**src/rtl/mep_pkg.sv**
```systemverilog
// Shared types, saturation helper and palette functions for the escape-time pixel colorer.
package mep_pkg;

    localparam int CNT_W = 8;  // holds any iteration limit up to 255

    typedef struct packed {
        logic signed [31:0] cr;
        logic signed [31:0] ci;
        logic signed [31:0] zr;
        logic signed [31:0] zi;
        logic               done;
        logic [CNT_W-1:0]   cnt;
    } mep_item_t;

    function automatic logic signed [31:0] sat32(input logic signed [67:0] v);
        logic signed [31:0] r;
        if (v > 68'sh0_0000_0000_7FFF_FFFF)
            r = 32'sh7FFF_FFFF;
        else if (v < -68'sh0_0000_0000_8000_0000)
            r = 32'sh8000_0000;
        else
            r = v[31:0];
        return r;
    endfunction

    // restoring division, elaboration use only
    function automatic int udiv(input int a, input int b);
        int q;
        int rem;
        q = 0;
        rem = 0;
        for (int i = 30; i >= 0; i--) begin
            rem = (rem << 1) | ((a >> i) & 1);
            if (rem >= b) begin
                rem = rem - b;
                q = q | (1 << i);
            end
        end
        return q;
    endfunction

    function automatic int cdiv(input int a, input int b);
        return udiv(a + b - 1, b);
    endfunction

    function automatic int sqrt_floor(input int k, input int q, input int m);
        int x;
        x = 0;
        for (int i = 1; i <= k; i++)
            if (i * i * m <= k * k * q) x = i;
        return x;
    endfunction

    function automatic int sqrt_ceil(input int k, input int q, input int m);
        int x;
        x = k;
        for (int i = k; i >= 0; i--)
            if (i * i * m >= k * k * q) x = i;
        return x;
    endfunction

    // {blue, green, red} for n = limit minus count, m = limit
    function automatic logic [23:0] pal_rgb(input int n, input int m);
        int r;
        int g;
        int b;
        int q;
        if (5 * n < m) begin
            r = udiv(1275 * n, m);
            g = r;
            b = r;
        end else if (5 * n < 2 * m) begin
            q = 5 * n - m;
            r = 255;
            g = 255 - cdiv(94 * q, m);
            b = 255 - cdiv(255 * q, m);
        end else if (5 * n < 3 * m) begin
            q = 5 * n - 2 * m;
            r = 255 - sqrt_ceil(255, q, m);
            g = 161 - sqrt_ceil(40, q, m);
            b = sqrt_floor(241, q, m);
        end else begin
            q = 5 * n - 3 * m;
            r = 0;
            g = 121 - cdiv(121 * q, 2 * m);
            b = 241 - cdiv(241 * q, 2 * m);
        end
        return {b[7:0], g[7:0], r[7:0]};
    endfunction

endpackage

```
**src/rtl/mep_color.sv**
```systemverilog
// Palette lookup and output register.
module mep_color
    import mep_pkg::*;
#(
    parameter int MAX_ITER = 30
) (
    input  logic        aclk,
    input  logic        aresetn,
    input  logic        en,
    input  logic        in_valid,
    input  mep_item_t   in_item,
    output logic        out_valid,
    output logic [39:0] out_word
);

    localparam int IDX_W = $clog2(MAX_ITER + 1);

    logic [23:0] pal [MAX_ITER+1];
    logic        v_reg;
    logic [39:0] word_reg;

    for (genvar g = 0; g <= MAX_ITER; g++) begin : g_pal
        assign pal[g] = pal_rgb(MAX_ITER - g, MAX_ITER);
    end

    always_ff @(posedge aclk) begin
        if (!aresetn) v_reg <= 1'b0;
        else if (en)  v_reg <= in_valid;
    end

    always_ff @(posedge aclk) begin
        if (en) begin
            word_reg <= {2'b00, 8'hFF, pal[in_item.cnt[IDX_W-1:0]],
                         in_item.done, in_item.cnt[4:0]};
        end
    end

    assign out_valid = v_reg;
    assign out_word  = word_reg;

endmodule

```
**config.mk**
```make
export PLATFORM = sky130hd
export DESIGN_NAME = mep_color
export DESIGN_NICKNAME = d
export VERILOG_FILES = /design/src/rtl/mep_pkg.sv /design/src/rtl/mep_color.sv
export SDC_FILE = /design/constraint.sdc
export NUM_CORES = 1
export LEC_CHECK = 0
export BUFFER_PORTS_ARGS = -buffer_cell sky130_fd_sc_hd__buf_2
export CELL_PAD_IN_SITES_DETAIL_PLACEMENT = 0
export CELL_PAD_IN_SITES_GLOBAL_PLACEMENT = 1
export CORE_AREA = 2 2 95 97
export CTS_BUF_LIST = sky130_fd_sc_hd__clkbuf_8
export DETAILED_ROUTE_END_ITERATION = 8
export DIE_AREA = 0 0 97 99
export PLACE_DENSITY_LB_ADDON = 0.1
export SLEW_MARGIN = 20
export SYNTH_ARGS = -nofsm -noshare
export SYNTH_HDL_FRONTEND = slang
export SYNTH_SLANG_ARGS = --single-unit
```
**constraint.sdc**
```tcl
create_clock -name aclk -period 1.7 [get_ports aclk]
set_clock_uncertainty 0.15 [all_clocks]
set_input_delay 0 -clock aclk [delete_from_list [all_inputs] [get_ports aclk]]
set_output_delay 0 -clock aclk [all_outputs]
set_load 0.02 [all_outputs]
```
==> metrics.csv <==
metric,value,unit
htreeDepth,2,
syn_avg_cell_area,11.1,sq um
crit_buf_inv,4,
drv_cap,0,
row_count,34,
dpl.cell_count,343,
fin_crit_sh,96.6,%
area_growth_syn_to_layout,33.2,%
die_area,9600,sq um
worstSkewPairLatency,0.28,ns
grt_pass1_wl,8630,um
holdWs,0.0322,ns
cp_max_fo,11,
ir_worst_vdd,0.272,mV
synth_seq_cells,31,
grt_setup_unrepaired,no,
cts_tree,done,
final_cells,360,
io_buffers,40,
grt_pass1_vias,1562,
crit_family,buffers and inverters,
fmax,0.609,GHz
crit_path_start_kind,input port,
ioPinCount,182,
clock_sinks,31,
required,1.59,ns
initial_core_util,23.7,%
cts_buffers,5,
clk_pin_slew,0.07,ns
drive_gt1_share,36.1,%
dp_slack,0.0121,ns
fin_ws,0.0572,ns
tns,0,ns
dp_hpwl,3990,um
vias,1596,
initialDrtViolationCount,41,
gr-total-overflow,0,
drt_first_pass_iters,4,
crit_type,input port to flop,
gp_congestion,0.754,
detail_route.wirelength,5450,um
core,8550,sq um
die_y,99,um
cts_setup_buffers,0,
antenna_found_initial,0,
setup_violations,0,
period_needed,1.64,ns
syn-cell-area,2030,sq um
hold_viol,0,
min-delay-path-class,input port to flop,
slew_viol_final,0,
arrival,1.54,ns
cp_slowest_stage_delay,0.53,ns
die_x,97,um
power,2.29,mW
antennaDiodeCount,0,
grt_max_degree,23,
path_cells,"dlygate4sd3_1, buf_2, buf_4, buf_4, a221o_1, a21o_1",
synth_warnings,0,
powerDensity,847,nW/um^2
path_common_cell,buf_4,
synth_edf_count,30,
clockBufferDepth,2,
critPathCaptureType,flop,
wl_per_cell,15.1,um
status,"finished, final reports clean",
synth_cells,182,
cp_slowest_cell,dlygate4sd3_1,
yosys_most_used_dff,edfxtp_1,
ys_seq_area_share,45.4,%
nets,403,
cts_root_buffer,clkbuf_8,
antenna_left,0,
async_flop_share,0,%
grt_use_total,11.6,%
post-route-drc-count,0,
synth_cell_types,44,
leakagePower,1.15,nW
post_drt_via_cell_ratio,4.43,
[what timing repair did]
action,4_1_cts,5_1_grt
hold buffers,9,0
resized for setup,0,5
endpoints found under the hold margin,16,0
setup endpoints to repair,0,7
[synthesized netlist by cell type, drive strengths merged, types with 2 or more instances]
cell type  count  area share (%)
inv            7             1.3
mux2           5             2.8
edfxtp        30              44
o31ai          2            0.74
conb           2            0.37
ha            11             6.8
nor2b          8             2.5
and2           4             1.4
o22ai          5             1.5
buf           23             8.4
a21oi         14             3.5
nor2           6             1.1
xnor2          2            0.86
nand2b         5             1.9
a221oi         4             1.7
mux4           2             2.2
nor3b          2            0.74
nand2          5            0.93
nand3          2            0.49
a221o          3             1.5
o21ai          7             1.7
a22oi          2            0.74
mux2i          9             4.4
clkbuf         5            0.93
a31oi          3            0.93
[registers in the layout, summed over array words and instances, names as in the netlist]
register,cells
out_word,30
out_valid,1
[worst paths after layout]
| path | start | to | slack, ns | cells past startpoint |
|---|---|---|---|---|
| worst min register to register | out_valid$_SDFFE_PN0P_ | out_valid$_SDFFE_PN0P_ | 0.91 | 3 |
| worst max-delay path | in_item[3] | out_word[29]$_DFFE_PP_ | 0.06 | 6 |
| worst max register to register | out_valid$_SDFFE_PN0P_ | out_valid$_SDFFE_PN0P_ | 0.41 | 3 |
| worst min-delay path | en | out_word[15]$_DFFE_PP_ | 0.03 | 2 |
[worst register-to-register path: cells and delay by family, from the launching register on]
| kind | cells | cell delay (ns) |
|---|---|---|
| multiplexers | 1 | 0.12 |
| AND/OR/NAND/NOR | 1 | 0.06 |
| flip-flops | 1 | 0.31 |
| buffers and inverters | 1 | 0.54 |
[metal layers]
metal  GRT usage (%)  share of wire [%]  vias up
met3            3.05                5.3        5
met4            3.25               0.84        0
met5               0                  0        -
met1            16.6                 51      754
met2            17.4                 42       49
li1                -                  -      788
[layout make-up]
type,count,area (sq um)
fillers,929,5850
well taps,108,135
clock buffers,6,82.6
repair buffers,82,569
inverters,7,26.3
flip-flops and latches,31,921
clock inverters,2,35.0
multi-input cells,124,931
[through the flow]
step,cell area (sq um),util (%)
after floorplan,2060,-
after global placement,2480,29.0
after detailed placement,2480,29.0
after CTS,2680,31.4
after global routing,2700,31.6
final,2700,31.6
[cell families (layout without fill, tap and decap cells)]
logic type,Yosys count,after routing,share of synthesized area (%)
AOI/OAI and AO/OA,48,48,15.7
and+or+nand+nor,37,37,10.7
buffers and inverters,35,97,10.6
DFF,31,31,45.4
muxes,16,16,9.44
adders and majority gates,11,11,6.79
other,2,10,0.371
xor gates and xnor gates,2,2,0.864
[cells in the final DEF, fill, tap and decap left out, drive strengths merged, types with 2 or more instances in the layout]
cell / instances
nor2b: 8
ha: 11
a221oi: 4
and2: 4
clkbuf: 7
edfxtp: 30
nand2b: 5
o21ai: 7
a22oi: 2
a31oi: 3
nor2: 6
mux2i: 9
inv: 7
mux4: 2
dlygate4sd3: 9
xnor2: 2
o22ai: 5
buf: 72
nand2: 5
o31ai: 2
a21oi: 14
mux2: 5
conb: 10
nor3b: 2
nand3: 2
a221o: 3
[power breakdown]
part	leakage, nW	switching [mW]	internal [mW]	total, mW
sequential	0.301	0.0152	0.927	0.942
combinational	0.787	0.339	0.237	0.575
clock	0.0612	0.294	0.474	0.769
total	1.15	0.649	1.64	2.29
No activity file was read; power rests on OpenSTA's default activity.
